$ cat src/rtl/core/idq_pkg.sv
`default_nettype none

package idq_pkg;

    // storage geometry
    localparam int CAPACITY = 32;
    localparam int ADDR_W   = $clog2(CAPACITY);
    localparam int CNT_W    = $clog2(CAPACITY + 1);

    // field widths
    localparam int KIND_W = 4;
    localparam int VAL_W  = 32;
    localparam int POS_W  = 7;
    localparam int STAT_W = 2;
    localparam int ENT_W  = 7;

    // operation codes
    localparam logic [KIND_W-1:0] K_PUSH_FRONT = 4'd0;
    localparam logic [KIND_W-1:0] K_PUSH_BACK  = 4'd1;
    localparam logic [KIND_W-1:0] K_INSERT_AT  = 4'd2;
    localparam logic [KIND_W-1:0] K_POP_FRONT  = 4'd3;
    localparam logic [KIND_W-1:0] K_POP_BACK   = 4'd4;
    localparam logic [KIND_W-1:0] K_REMOVE_AT  = 4'd5;
    localparam logic [KIND_W-1:0] K_CLEAR      = 4'd6;
    localparam logic [KIND_W-1:0] K_READ_FWD   = 4'd7;
    localparam logic [KIND_W-1:0] K_READ_BWD   = 4'd8;

    // status codes
    localparam logic [STAT_W-1:0] ST_OK      = 2'd0;
    localparam logic [STAT_W-1:0] ST_IGNORED = 2'd1;
    localparam logic [STAT_W-1:0] ST_FULL    = 2'd2;

    // one result beat
    typedef struct packed {
        logic [VAL_W-1:0]  read_value;
        logic [STAT_W-1:0] status;
        logic              last;
        logic [ENT_W-1:0]  entries_now;
    } res_t;

endpackage

`default_nettype wire

$ cat src/rtl/core/idq_ram.sv
`default_nettype none

// simple dual-port RAM, registered read
module idq_ram #(
    parameter int DEPTH = 32,
    parameter int WIDTH = 32,
    parameter int AW    = $clog2(DEPTH)
) (
    input  wire logic             clk,
    input  wire logic             we,
    input  wire logic [AW-1:0]    waddr,
    input  wire logic [WIDTH-1:0] wdata,
    input  wire logic             re,
    input  wire logic [AW-1:0]    raddr,
    output logic      [WIDTH-1:0] rdata
);

    logic [WIDTH-1:0] mem [DEPTH];
    logic [WIDTH-1:0] rdata_reg;

    always_ff @(posedge clk)
    begin
        if (we)
        begin
            mem[waddr] <= wdata;
        end
    end

    always_ff @(posedge clk)
    begin
        if (re)
        begin
            rdata_reg <= mem[raddr];
        end
    end

    assign rdata = rdata_reg;

endmodule

`default_nettype wire

$ cat src/rtl/core/idq_outreg.sv
`default_nettype none

// one-deep result register in front of the master port
module idq_outreg (
    input  wire logic          clk,
    input  wire logic          rst_n,
    input  wire logic          push,
    input  wire idq_pkg::res_t res_in,
    output logic               space,
    output logic               out_valid,
    input  wire logic          out_ready,
    output idq_pkg::res_t      res_out
);
    import idq_pkg::*;

    logic valid_reg;
    logic valid_next;
    res_t data_reg;

    assign space = !valid_reg || out_ready;

    always_comb
    begin
        valid_next = valid_reg;
        if (push)
        begin
            valid_next = 1'b1;
        end
        else if (out_ready)
        begin
            valid_next = 1'b0;
        end
    end

    always_ff @(posedge clk or negedge rst_n)
    begin
        if (!rst_n)
        begin
            valid_reg <= 1'b0;
        end
        else
        begin
            valid_reg <= valid_next;
        end
    end

    always_ff @(posedge clk)
    begin
        if (push)
        begin
            data_reg <= res_in;
        end
    end

    assign out_valid = valid_reg;
    assign res_out   = data_reg;

endmodule

`default_nettype wire

$ cat src/rtl/core/idq_ctrl.sv
`default_nettype none

// operation sequencer: decodes one op, shifts entries through the RAM,
// streams read-outs
module idq_ctrl (
    input  wire logic                        clk,
    input  wire logic                        rst_n,
    input  wire logic                        in_valid,
    output logic                             in_ready,
    input  wire logic [idq_pkg::KIND_W-1:0]  in_kind,
    input  wire logic [idq_pkg::VAL_W-1:0]   in_value,
    input  wire logic [idq_pkg::POS_W-1:0]   in_pos,
    output logic                             res_push,
    input  wire logic                        res_space,
    output idq_pkg::res_t                    res,
    output logic                             mem_we,
    output logic [idq_pkg::ADDR_W-1:0]       mem_waddr,
    output logic [idq_pkg::VAL_W-1:0]        mem_wdata,
    output logic                             mem_re,
    output logic [idq_pkg::ADDR_W-1:0]       mem_raddr,
    input  wire logic [idq_pkg::VAL_W-1:0]   mem_rdata
);
    import idq_pkg::*;

    typedef enum logic [4:0] {
        S_IDLE     = 5'b00001,
        S_SHIFT    = 5'b00010,
        S_RD_ISSUE = 5'b00100,
        S_RD_WAIT  = 5'b01000,
        S_RESP     = 5'b10000
    } state_t;

    state_t             state_reg,  state_next;
    logic [CNT_W-1:0]   count_reg,  count_next;
    logic [ADDR_W-1:0]  src_reg,    src_next;
    logic [ADDR_W-1:0]  stop_reg,   stop_next;
    logic [ADDR_W-1:0]  idx_reg,    idx_next;
    logic [ADDR_W-1:0]  pend_addr_reg, pend_addr_next;
    logic [ADDR_W-1:0]  rd_i_reg,   rd_i_next;
    logic               pend_reg,   pend_next;
    logic               issue_reg,  issue_next;
    logic               up_reg,     up_next;
    logic               back_reg,   back_next;
    logic [STAT_W-1:0]  status_reg, status_next;
    logic [VAL_W-1:0]   val_reg,    val_next;

    logic               accept;
    logic               full;
    logic               empty;
    logic [POS_W-1:0]   cnt_ext;
    logic [POS_W-1:0]   ins_idx;
    logic [POS_W-1:0]   rm_idx;
    logic               rm_bad;
    logic [CNT_W-1:0]   cnt_m1_full;
    logic [ADDR_W-1:0]  cnt_m1;
    logic               rd_last;

    assign in_ready    = (state_reg == S_IDLE);
    assign accept      = in_valid && in_ready;
    assign full        = (count_reg == CNT_W'(CAPACITY));
    assign empty       = (count_reg == '0);
    assign cnt_ext     = POS_W'(count_reg);
    assign cnt_m1_full = count_reg - CNT_W'(1);
    assign cnt_m1      = cnt_m1_full[ADDR_W-1:0];
    assign rd_last     = (rd_i_reg == cnt_m1);

    // insert index: past the end appends
    always_comb
    begin
        ins_idx = '0;
        if (in_kind == K_PUSH_BACK)
        begin
            ins_idx = cnt_ext;
        end
        else if (in_kind == K_INSERT_AT)
        begin
            ins_idx = (in_pos > cnt_ext) ? cnt_ext : in_pos;
        end
    end

    always_comb
    begin
        rm_idx = '0;
        if (in_kind == K_POP_BACK)
        begin
            rm_idx = cnt_ext - POS_W'(1);
        end
        else if (in_kind == K_REMOVE_AT)
        begin
            rm_idx = in_pos;
        end
    end

    assign rm_bad = ((in_kind == K_REMOVE_AT) && in_pos[POS_W-1]) || empty ||
                    (rm_idx >= cnt_ext);

    always_comb
    begin
        state_next     = state_reg;
        count_next     = count_reg;
        src_next       = src_reg;
        stop_next      = stop_reg;
        idx_next       = idx_reg;
        pend_addr_next = pend_addr_reg;
        rd_i_next      = rd_i_reg;
        pend_next      = pend_reg;
        issue_next     = issue_reg;
        up_next        = up_reg;
        back_next      = back_reg;
        status_next    = status_reg;
        val_next       = val_reg;
        mem_we         = 1'b0;
        mem_waddr      = '0;
        mem_wdata      = '0;
        mem_re         = 1'b0;
        mem_raddr      = '0;
        res_push       = 1'b0;
        res            = '0;

        case (state_reg)
            S_IDLE:
            begin
                if (accept)
                begin
                    status_next = ST_OK;
                    state_next  = S_RESP;
                    case (in_kind)
                        K_PUSH_FRONT, K_PUSH_BACK, K_INSERT_AT:
                        begin
                            if ((in_kind == K_INSERT_AT) && in_pos[POS_W-1])
                            begin
                                status_next = ST_IGNORED;
                            end
                            else if (full)
                            begin
                                status_next = ST_FULL;
                            end
                            else
                            begin
                                count_next = count_reg + CNT_W'(1);
                                val_next   = in_value;
                                idx_next   = ins_idx[ADDR_W-1:0];
                                if (ins_idx == cnt_ext)
                                begin
                                    mem_we    = 1'b1;
                                    mem_waddr = ins_idx[ADDR_W-1:0];
                                    mem_wdata = in_value;
                                end
                                else
                                begin
                                    // move [idx, count-1] up by one, top first
                                    src_next   = cnt_m1;
                                    stop_next  = ins_idx[ADDR_W-1:0];
                                    up_next    = 1'b1;
                                    issue_next = 1'b1;
                                    pend_next  = 1'b0;
                                    state_next = S_SHIFT;
                                end
                            end
                        end
                        K_POP_FRONT, K_POP_BACK, K_REMOVE_AT:
                        begin
                            if (rm_bad)
                            begin
                                status_next = ST_IGNORED;
                            end
                            else
                            begin
                                count_next = cnt_m1_full;
                                if ((rm_idx + POS_W'(1)) != cnt_ext)
                                begin
                                    // move [idx+1, count-1] down by one, bottom first
                                    src_next   = rm_idx[ADDR_W-1:0] + ADDR_W'(1);
                                    stop_next  = cnt_m1;
                                    up_next    = 1'b0;
                                    issue_next = 1'b1;
                                    pend_next  = 1'b0;
                                    state_next = S_SHIFT;
                                end
                            end
                        end
                        K_CLEAR:
                        begin
                            count_next = '0;
                        end
                        K_READ_FWD, K_READ_BWD:
                        begin
                            if (empty)
                            begin
                                status_next = ST_IGNORED;
                            end
                            else
                            begin
                                rd_i_next  = '0;
                                back_next  = (in_kind == K_READ_BWD);
                                state_next = S_RD_ISSUE;
                            end
                        end
                        default:
                        begin
                            status_next = ST_IGNORED;
                        end
                    endcase
                end
            end

            S_SHIFT:
            begin
                // write back the word read last cycle
                if (pend_reg)
                begin
                    mem_we    = 1'b1;
                    mem_waddr = pend_addr_reg;
                    mem_wdata = mem_rdata;
                end
                if (issue_reg)
                begin
                    mem_re         = 1'b1;
                    mem_raddr      = src_reg;
                    pend_next      = 1'b1;
                    pend_addr_next = up_reg ? (src_reg + ADDR_W'(1))
                                            : (src_reg - ADDR_W'(1));
                    if (src_reg == stop_reg)
                    begin
                        issue_next = 1'b0;
                    end
                    else
                    begin
                        src_next = up_reg ? (src_reg - ADDR_W'(1))
                                          : (src_reg + ADDR_W'(1));
                    end
                end
                else
                begin
                    pend_next = 1'b0;
                    if (!pend_reg)
                    begin
                        if (up_reg)
                        begin
                            mem_we    = 1'b1;
                            mem_waddr = idx_reg;
                            mem_wdata = val_reg;
                        end
                        state_next = S_RESP;
                    end
                end
            end

            S_RD_ISSUE:
            begin
                mem_re     = 1'b1;
                mem_raddr  = back_reg ? (cnt_m1 - rd_i_reg) : rd_i_reg;
                state_next = S_RD_WAIT;
            end

            S_RD_WAIT:
            begin
                if (res_space)
                begin
                    res_push         = 1'b1;
                    res.read_value   = mem_rdata;
                    res.status       = ST_OK;
                    res.last         = rd_last;
                    res.entries_now  = ENT_W'(count_reg);
                    if (rd_last)
                    begin
                        state_next = S_IDLE;
                    end
                    else
                    begin
                        rd_i_next  = rd_i_reg + ADDR_W'(1);
                        state_next = S_RD_ISSUE;
                    end
                end
            end

            S_RESP:
            begin
                if (res_space)
                begin
                    res_push        = 1'b1;
                    res.read_value  = '0;
                    res.status      = status_reg;
                    res.last        = 1'b1;
                    res.entries_now = ENT_W'(count_reg);
                    state_next      = S_IDLE;
                end
            end

            default:
            begin
                state_next = S_IDLE;
            end
        endcase
    end

    always_ff @(posedge clk or negedge rst_n)
    begin
        if (!rst_n)
        begin
            state_reg <= S_IDLE;
            count_reg <= '0;
            pend_reg  <= 1'b0;
            issue_reg <= 1'b0;
        end
        else
        begin
            state_reg <= state_next;
            count_reg <= count_next;
            pend_reg  <= pend_next;
            issue_reg <= issue_next;
        end
    end

    always_ff @(posedge clk)
    begin
        src_reg       <= src_next;
        stop_reg      <= stop_next;
        idx_reg       <= idx_next;
        pend_addr_reg <= pend_addr_next;
        rd_i_reg      <= rd_i_next;
        up_reg        <= up_next;
        back_reg      <= back_next;
        status_reg    <= status_next;
        val_reg       <= val_next;
    end

`ifndef SYNTH
    a_count_bound: assert property (@(posedge clk) disable iff (!rst_n)
        count_reg <= CNT_W'(CAPACITY))
        else $error("entry count above capacity");

    a_pend_in_shift: assert property (@(posedge clk) disable iff (!rst_n)
        pend_reg |-> (state_reg == S_SHIFT))
        else $error("pending write-back outside shift");

    a_push_space: assert property (@(posedge clk) disable iff (!rst_n)
        res_push |-> res_space)
        else $error("result pushed into full output register");

    a_rd_data_valid: assert property (@(posedge clk) disable iff (!rst_n)
        (state_reg == S_RD_WAIT) |->
            ($past(state_reg) == S_RD_ISSUE || $past(state_reg) == S_RD_WAIT))
        else $error("read-out beat without a RAM read");
`endif

endmodule

`default_nettype wire

$ cat src/rtl/core/indexed_deque_store_top.sv
`default_nettype none

// Indexed deque store: up to CAPACITY signed 32-bit entries packed in one RAM.
// Flow: a plain op (no shift) goes straight to its result; a shifting insert/remove first
// moves the affected entries through the RAM, one RAM read and write-back per cycle.
// Read-out: each element is a RAM read, then an output load. Throughput: one op at a
// time, next beat taken the cycle after its last result enters the output reg.
// Reset (rst_n low, async) empties the store; RAM contents are not cleared.
module indexed_deque_store_top (
    input  wire logic        clk,
    input  wire logic        rst_n,

    input  wire logic        s_tvalid,
    output logic             s_tready,
    input  wire logic [39:0] s_tdata,   // [31:0] item_value, [38:32] position, [39] zero
    input  wire logic [3:0]  s_tuser,   // [3:0] kind

    output logic             m_tvalid,
    input  wire logic        m_tready,
    output logic      [39:0] m_tdata,   // [31:0] read_value, [38:32] entries_now, [39] zero
    output logic      [1:0]  m_tuser,   // [1:0] status
    output logic             m_tlast    // last result of the op
);
    import idq_pkg::*;

    logic              res_push;
    logic              res_space;
    res_t              res_c;
    res_t              res_q;

    logic              mem_we;
    logic [ADDR_W-1:0] mem_waddr;
    logic [VAL_W-1:0]  mem_wdata;
    logic              mem_re;
    logic [ADDR_W-1:0] mem_raddr;
    logic [VAL_W-1:0]  mem_rdata;

    // sequencer
    idq_ctrl u_ctrl (
        .clk       (clk),
        .rst_n     (rst_n),
        .in_valid  (s_tvalid),
        .in_ready  (s_tready),
        .in_kind   (s_tuser[KIND_W-1:0]),
        .in_value  (s_tdata[VAL_W-1:0]),
        .in_pos    (s_tdata[VAL_W +: POS_W]),
        .res_push  (res_push),
        .res_space (res_space),
        .res       (res_c),
        .mem_we    (mem_we),
        .mem_waddr (mem_waddr),
        .mem_wdata (mem_wdata),
        .mem_re    (mem_re),
        .mem_raddr (mem_raddr),
        .mem_rdata (mem_rdata)
    );

    // entry storage, element 0 is the front
    idq_ram #(
        .DEPTH (CAPACITY),
        .WIDTH (VAL_W)
    ) u_ram (
        .clk   (clk),
        .we    (mem_we),
        .waddr (mem_waddr),
        .wdata (mem_wdata),
        .re    (mem_re),
        .raddr (mem_raddr),
        .rdata (mem_rdata)
    );

    // output register decouples the sequencer from m_tready
    idq_outreg u_out (
        .clk       (clk),
        .rst_n     (rst_n),
        .push      (res_push),
        .res_in    (res_c),
        .space     (res_space),
        .out_valid (m_tvalid),
        .out_ready (m_tready),
        .res_out   (res_q)
    );

    assign m_tdata = {1'b0, res_q.entries_now, res_q.read_value};
    assign m_tuser = res_q.status;
    assign m_tlast = res_q.last;

endmodule

`default_nettype wire
$ cat config.mk
export PLATFORM = sky130hd
export DESIGN_NAME = indexed_deque_store_top
export DESIGN_NICKNAME = d
export VERILOG_FILES = /design/src/rtl/core/idq_pkg.sv /design/src/rtl/core/idq_ram.sv /design/src/rtl/core/idq_outreg.sv /design/src/rtl/core/idq_ctrl.sv /design/src/rtl/core/indexed_deque_store_top.sv
export SDC_FILE = /design/constraint.sdc
export NUM_CORES = 1
export LEC_CHECK = 0
export BUFFER_PORTS_ARGS = -buffer_cell sky130_fd_sc_hd__buf_2
export CORE_MARGIN = 2
export CORE_UTILIZATION = 50
export DETAILED_ROUTE_END_ITERATION = 16
export PLACE_DENSITY = 0.63
export SLEW_MARGIN = 20
export SYNTH_ARGS = -nofsm -noshare
export SYNTH_HDL_FRONTEND = slang
export SYNTH_HIERARCHICAL = 1
export SYNTH_SLANG_ARGS = --single-unit
$ cat constraint.sdc
create_clock -name clk -period 13.8 [get_ports clk]
set_clock_uncertainty 0.2 [all_clocks]
set_input_delay 1.38 -clock clk [delete_from_list [all_inputs] [get_ports clk]]
set_output_delay 1.38 -clock clk [all_outputs]
set_load 0.05 [all_outputs]
==> out/results.ini, run 1 <==
[placement]
gp_congestion=0.860
numPortBuffers=90
pre_cts_ws_ns=6.82
dp_hpwl_um=62700

[clocking]
postCtsHoldBufs=0
clkLatencyLatePin_ns=0.69
numCtsBuffers=113
cts_tree=yes
clock_sinks=1173
clk_pin_slew_worst_paths_ns=0.07
htree_levels=3
post_cts_resized=0
clockBufferDepth=3
cts-root-buf=clkbuf_16
cts_setup_buffers=0

[cells_and_area]
largest_reg_flops=1024
regMostFlops=u_ram/mem
area_growth_pct=11.7
nNetsFinal=3130
fill_cells=7348
drive_gt1_share_pct=12.3

[pwr]
switching_share_pct=25.7
cellPowerDensity_nw_per_um2=155
p_seq_share_pct=49.3
comb_power_share_pct=13.6
p_int_w=0.00615
p_total_w=0.00828
power.net_switching_w=0.00213
p_leak_nw=16.4
p_clk_share_pct=37.1
ir_drop_mv=0.114

[setup_path]
crit_type=reg -> reg
critPathSlowestCell=buf_4
cp_common_cell=buf_4
path_cells=inv_1 -> ha_1 -> xor2_1 -> buf_4 -> ha_1 -> xnor2_1 -> mux2i_1 -> o21ai_0 -> and2_4 -> buf_4 -> buf_4 -> a22o_1 -> nor3_1 -> a31oi_1 -> nand3_1
cp_max_fo=56
cp_data_required_time_ns=13.93
cp.arrival_ns=6.97
endpoint_kind=register
slowest_delay_ns=0.82
worstSetupStartpointType=register

[grt]
grt_overflow=0
antenna_found_initial=12
grt_pass1_wl_um=174000
grt_usage_pct=24.1
grt_pass1_vias=26300
grt_max_degree=129

[timing]
fin_crit_sh_pct=49.6
tns_ns=0
final_max_slew_viol_count=0
finalHoldViolCount=0
worst_pin_slew_ns=1.05
grt_setup_unrepaired=no
setup_slack_ns=6.96
setup-violations-final=0
timing.fmax_mhz=146
max_slew_margin_pct=29.7
fin_crit_ns=6.84
timing.hold.ws_ns=0.320

[synth]
synthDistinctLibCells=74
synth_top_area_share_pct=72.7
synth-seq-cells=1173
syn_area_um2=47900
synth_edf_count=1159
synth-main-ff-cell=edfxtp_1
syn_nets=3044
synth.area.top_cells=edfxtp_1 (73%), mux2i_1 (11%), nand2_1 (1.6%)
post_synth.cell_area_avg_um2=16.1
syn_inst=2973
synth_area_leader_cell=edfxtp_1
seq_area_frac_synth_pct=73.5
synth-async-reset-ratio_pct=1.19
yosysWarnings=6

[route]
ant_nets=0
firstDrtPassIters=6
finalWirelength_um=119000
drcViolationCount=0
avgViaCountPerCell=6.06
wl_per_cell_um=27.0
via_count=26800
drt-initial-drc-count=2726

[floorplan]
num_rows=113
core_um2=94900
io_pins=93
fp.dieArea_um2=98200
start_util_pct=50.4
die_h_um=313
die_x_um=313

[hold_path]
hp-class=reg -> reg

[run_status]
status=complete, no violations

[flow_run]
max_cap_violations=0

==> per-stage QoR <==
step | util (%) | area, um2 | std cells
detailed placement | 52.4 | 49700 | 4209
CTS | 56.3 | 53400 | 4417
global placement | 52.4 | 49700 | 4209
finish | 56.3 | 53400 | 4420
global route | 56.3 | 53400 | 4417
floorplan | - | 47900 | 2973
==> path summary, 6_finish.rpt <==
kind | from | end | slack, ns | cells past startpoint
min | u_ctrl/status_reg[0]$_DFFE_PP_ | u_out/res_out[8]$_DFFE_PP_ | 0.32 | 1
min reg2reg | u_ctrl/status_reg[0]$_DFFE_PP_ | u_out/res_out[8]$_DFFE_PP_ | 0.32 | 1
max | u_ctrl/count_reg[1]$_DFFE_PN0P_ | u_ram/rdata[8]$_DFFE_PP_ | 6.96 | 15
min in group asynchronous | rst_n | u_ctrl/count_reg[4]$_DFFE_PN0P_ | 0.42 | 1
max in group asynchronous | rst_n | u_ctrl/state_reg[0]$_DFFE_PN1P_ | 12.64 | 1
max reg2reg | u_ctrl/count_reg[1]$_DFFE_PN0P_ | u_ram/rdata[8]$_DFFE_PP_ | 6.96 | 15
==> power by group through the flow <==
stage | combinational [W] | clock, W | sequential, W
2_1_floorplan | 0.000713 | 0 | 0.00421
3_3_place_gp | 0.00110 | 0 | 0.00415
3_5_place_dp | 0.00112 | 0 | 0.00415
4_1_cts | 0.00112 | 0.00312 | 0.00408
5_1_grt | 0.00121 | 0.00327 | 0.00408
6_report | 0.00113 | 0.00307 | 0.00408
==> worst max-delay path: cells and delay by family, from the launching register on <==
kind / cells / cell delay (ns)
fa+ha+maj: 2 / 0.72
mux: 1 / 0.10
compound gates: 3 / 1.33
buf+inv: 4 / 2.07
flops: 1 / 0.66
xor+xnor: 2 / 0.36
simple gates: 3 / 0.98
==> placed cells by master, fill, tap and decap left out, drive strengths merged, types with 4 or more instances in the layout <==
master	count
nor3	42
a31oi	41
nand3	107
o211ai	4
a22oi	100
inv	36
nor4	5
nand2	210
nand3b	9
nor2	79
o221ai	38
o22ai	8
a22o	65
or3	6
buf	151
bufinv	12
edfxtp	1159
or2	6
xor2	14
a21o	9
clkbuf	145
a21oi	124
clkinv	46
and3	35
ha	22
mux2i	519
o31ai	6
nand2b	10
a211oi	5
or3b	5
and2	13
nor4b	4
dfrtp	13
nand4	6
xnor2	16
o21ai	35
nor3b	6
a221oi	5
==> cell type report <==
type	instances	area, um2	area share (%)
clock buffers	145	3060	5.73
flip-flops and latches	1173	35200	65.8
well taps	1265	1580	2.96
repair buffers	151	946	1.77
inverters	34	129	0.241
multi-input cells	1586	11900	22.3
clock inverters	63	648	1.21
diodes	3	7.51	0.0141
==> cell families (layout without fill, tap and decap cells) <==
kind of cell,count (synthesis),in the layout,share of synthesized area (%)
AND/OR/NAND/NOR,552,552,5.49
XOR/XNOR,30,30,0.549
buffers and inverters,214,393,2.36
other,2,5,0.0157
flip-flops,1173,1173,73.5
AO/OA/AOI/OAI,460,460,6.65
multiplexers,519,519,10.9
adder cells (fa/ha/maj),23,23,0.617
==> cells in the mapped netlist (8+ instances only) <==
cell type  instances
nand2_1          209
inv_1             30
dfrtp_1           13
nor3_1            42
mux2i_1          519
a22o_1            65
and2_1            13
o221ai_1          38
o22ai_1            8
a22oi_1          100
and3_1            35
xnor2_1           16
buf_4             36
edfxtp_1        1159
a31oi_1           41
a21oi_1          123
buf_6             18
nand3b_1           9
a21o_1             9
ha_1              22
xor2_1            14
o21ai_0           32
nor2_1            79
buf_2             38
nand3_1          107
clkbuf_1          82
nand2b_1           8
==> layer usage <==
layer  GRT usage, %  wire, um  vias to the layer above
met3           3.56      8540                      202
met5              0        11                        -
met2           41.0     59500                     1053
li1               -         -                    11800
met1           32.2     48100                    13700
met4           7.63      3300                        2
Note: power is estimated with default switching activity, not from simulation.
==> run 2, diff against run 1 <==
==> constraint.sdc (replaced) <==
create_clock -name clk -period 6.3 [get_ports clk]
set_clock_uncertainty 0.2 [all_clocks]
set_input_delay 0.63 -clock clk [delete_from_list [all_inputs] [get_ports clk]]
set_output_delay 0.63 -clock clk [all_outputs]
set_load 0.05 [all_outputs]
==> out/results.ini, run 2 (synthesis results as in run 1) <==
[timing]
worst_pin_slew_ns=1.11
final_max_slew_viol_count=0
grt_setup_unrepaired=no
tns_ns=0
timing.fmax_mhz=184
finalHoldViolCount=0
setup-violations-final=0
max_slew_margin_pct=25.8
fin_crit_ns=5.44
fin_crit_sh_pct=86.3

[setup_path]
slowest_delay_ns=0.74
cp_max_fo=18
crit_type=reg -> reg
cp_data_required_time_ns=6.44
cp.arrival_ns=5.58
endpoint_kind=register
worstSetupStartpointType=register
path_cells=inv_1 -> ha_1 -> a21oi_1 -> a21oi_1 -> o22a_1 -> nor2_1 -> mux2i_1 -> nor2_1 -> nand2_1 -> nand2_1 -> nand3b_1 -> nor2_4 -> buf_4
reg2reg_slack_ns=0.86
critPathSlowestCell=nor2_4

[pwr]
cellPowerDensity_nw_per_um2=334
p_clk_share_pct=36.9
p_total_w=0.0182
comb_power_share_pct=13.9
power.net_switching_w=0.00472
switching_share_pct=26.0
p_seq_share_pct=49.1
p_int_w=0.0135
ir_drop_mv=0.230
p_leak_nw=16.8

[clocking]
clock_sinks=1173
cts_tree=yes
cts-root-buf=clkbuf_16
post_cts_resized=0
htree_levels=3
clockBufferDepth=3
numCtsBuffers=117
clk_pin_slew_worst_paths_ns=0.06
clkLatencyLatePin_ns=0.71

[grt]
antenna_found_initial=1
grt_max_degree=101
grt_pass1_vias=27000
grt_pass1_wl_um=177000
grt_usage_pct=24.5
grt_overflow=0

[floorplan]
start_util_pct=50.4
io_pins=93
num_rows=113
die_h_um=313
fp.dieArea_um2=98200
die_x_um=313
core_um2=94900

[route]
firstDrtPassIters=5
via_count=27400
finalWirelength_um=121000
drcViolationCount=0
drt-initial-drc-count=2990
avgViaCountPerCell=6.09
ant_nets=0
wl_per_cell_um=26.8

[cells_and_area]
nNetsFinal=3211
layout_common_cells=edfxtp_1 (1,159), mux2i_1 (519), nand2_1 (201), a21oi_1 (123), clkbuf_16 (119)
drive_gt1_share_pct=13.2
mostFrequentLayoutCell=edfxtp_1
fill_cells=7182
regMostFlops=u_ram/mem
largest_reg_flops=1024
area_growth_pct=13.7

[flow_run]
max_cap_violations=0

[placement]
numPortBuffers=90
dp_hpwl_um=68900
gp_congestion=0.848

[hold_path]
hp-class=in -> reg

[run_status]
status=complete, no violations

==> run 2: cell count changes in the layout (fill, tap and decap cells not counted), moves of 4 or more <==
cell,before,now
clkbuf_1,24,31
clkinv_1,22,30
buf_4,58,78
buf_12,3,27
clkbuf_8,5,1
dlygate4sd3_1,0,33
==> run 2: power by group through the flow <==
| stage | Sequential [W] | Clock (W) | Combinational [W] |
|---|---|---|---|
| floorplan | 0.00922 | 0 | 0.00156 |
| global route | 0.00894 | 0.00715 | 0.00270 |
| detailed placement | 0.00909 | 0 | 0.00249 |
| finish | 0.00893 | 0.00671 | 0.00253 |
| CTS | 0.00893 | 0.00682 | 0.00251 |
| global placement | 0.00908 | 0 | 0.00244 |
==> run 2: worst max-delay path: cells and delay by family, from the launching register on <==
kind                     cells  cell delay (ns)
AND/OR/NAND/NOR              6             2.17
flip-flops                   1             0.70
AO/OA/AOI/OAI                3             0.55
multiplexers                 1             0.31
buffers and inverters        2             0.76
adder cells (fa/ha/maj)      1             0.38
==> run 2: per-layer routing <==
| metal | routed length [um] | track usage [%] | vias up |
|---|---|---|---|
| li1 | - | - | 12000 |
| met1 | 51000 | 34.6 | 14100 |
| met2 | 57700 | 39.6 | 1129 |
| met3 | 9120 | 3.88 | 213 |
| met4 | 3070 | 7.56 | 0 |
| met5 | 0 | 0 | - |
==> run 2: area by class of cell <==
| type | count | area [um2] | share of cell area [%] |
|---|---|---|---|
| Antenna cell | 1 | 2.50 | 0.00460 |
| Clock buffer | 151 | 3110 | 5.71 |
| Clock inverter | 67 | 608 | 1.12 |
| Inverter | 34 | 128 | 0.235 |
| Multi-Input combinational cell | 1586 | 11900 | 21.9 |
| Sequential cell | 1173 | 35200 | 64.6 |
| Tap cell | 1265 | 1580 | 2.91 |
| Timing Repair Buffer | 228 | 1910 | 3.51 |
==> run 2: path summary, 6_finish.rpt <==
path,start,endpoint,cells after the start
max,u_ctrl/count_reg[2]$_DFFE_PN0P_,u_ram/mem[26][8]$_DFFE_PP_,13
max reg2reg,u_ctrl/count_reg[2]$_DFFE_PN0P_,u_ram/mem[26][8]$_DFFE_PP_,13
max in group asynchronous,rst_n,u_ctrl/state_reg[0]$_DFFE_PN1P_,2
min reg2reg,u_ctrl/status_reg[1]$_DFFE_PP_,u_out/res_out[9]$_DFFE_PP_,1
min in group asynchronous,rst_n,u_out/out_valid$_DFFE_PN0P_,2
min,s_tvalid,u_ctrl/state_reg[2]$_DFFE_PN0P_,3
==> run 2: per-stage QoR <==
| step | hold WS (ns) | instance area (um2) | std cells | setup slack [ns] | util, % |
|---|---|---|---|---|---|
| floorplan | 0.134 | 47900 | 2973 | 0.488 | - |
| global placement | 0.306 | 50300 | 4253 | 1.07 | 53.1 |
| detailed placement | 0.313 | 50300 | 4253 | 0.974 | 53.1 |
| CTS | 0.0334 | 54400 | 4504 | 0.952 | 57.3 |
| global route | 0.0662 | 54400 | 4504 | 0.676 | 57.3 |
| finish | 0.0657 | 54400 | 4505 | 0.863 | 57.3 |
==> run 2: repair_timing <==
item | 4_1_cts | 5_1_grt
hold buffers | 33 | 0
buffers inserted | 0 | 0
endpoints found under the hold margin | 46 | 0
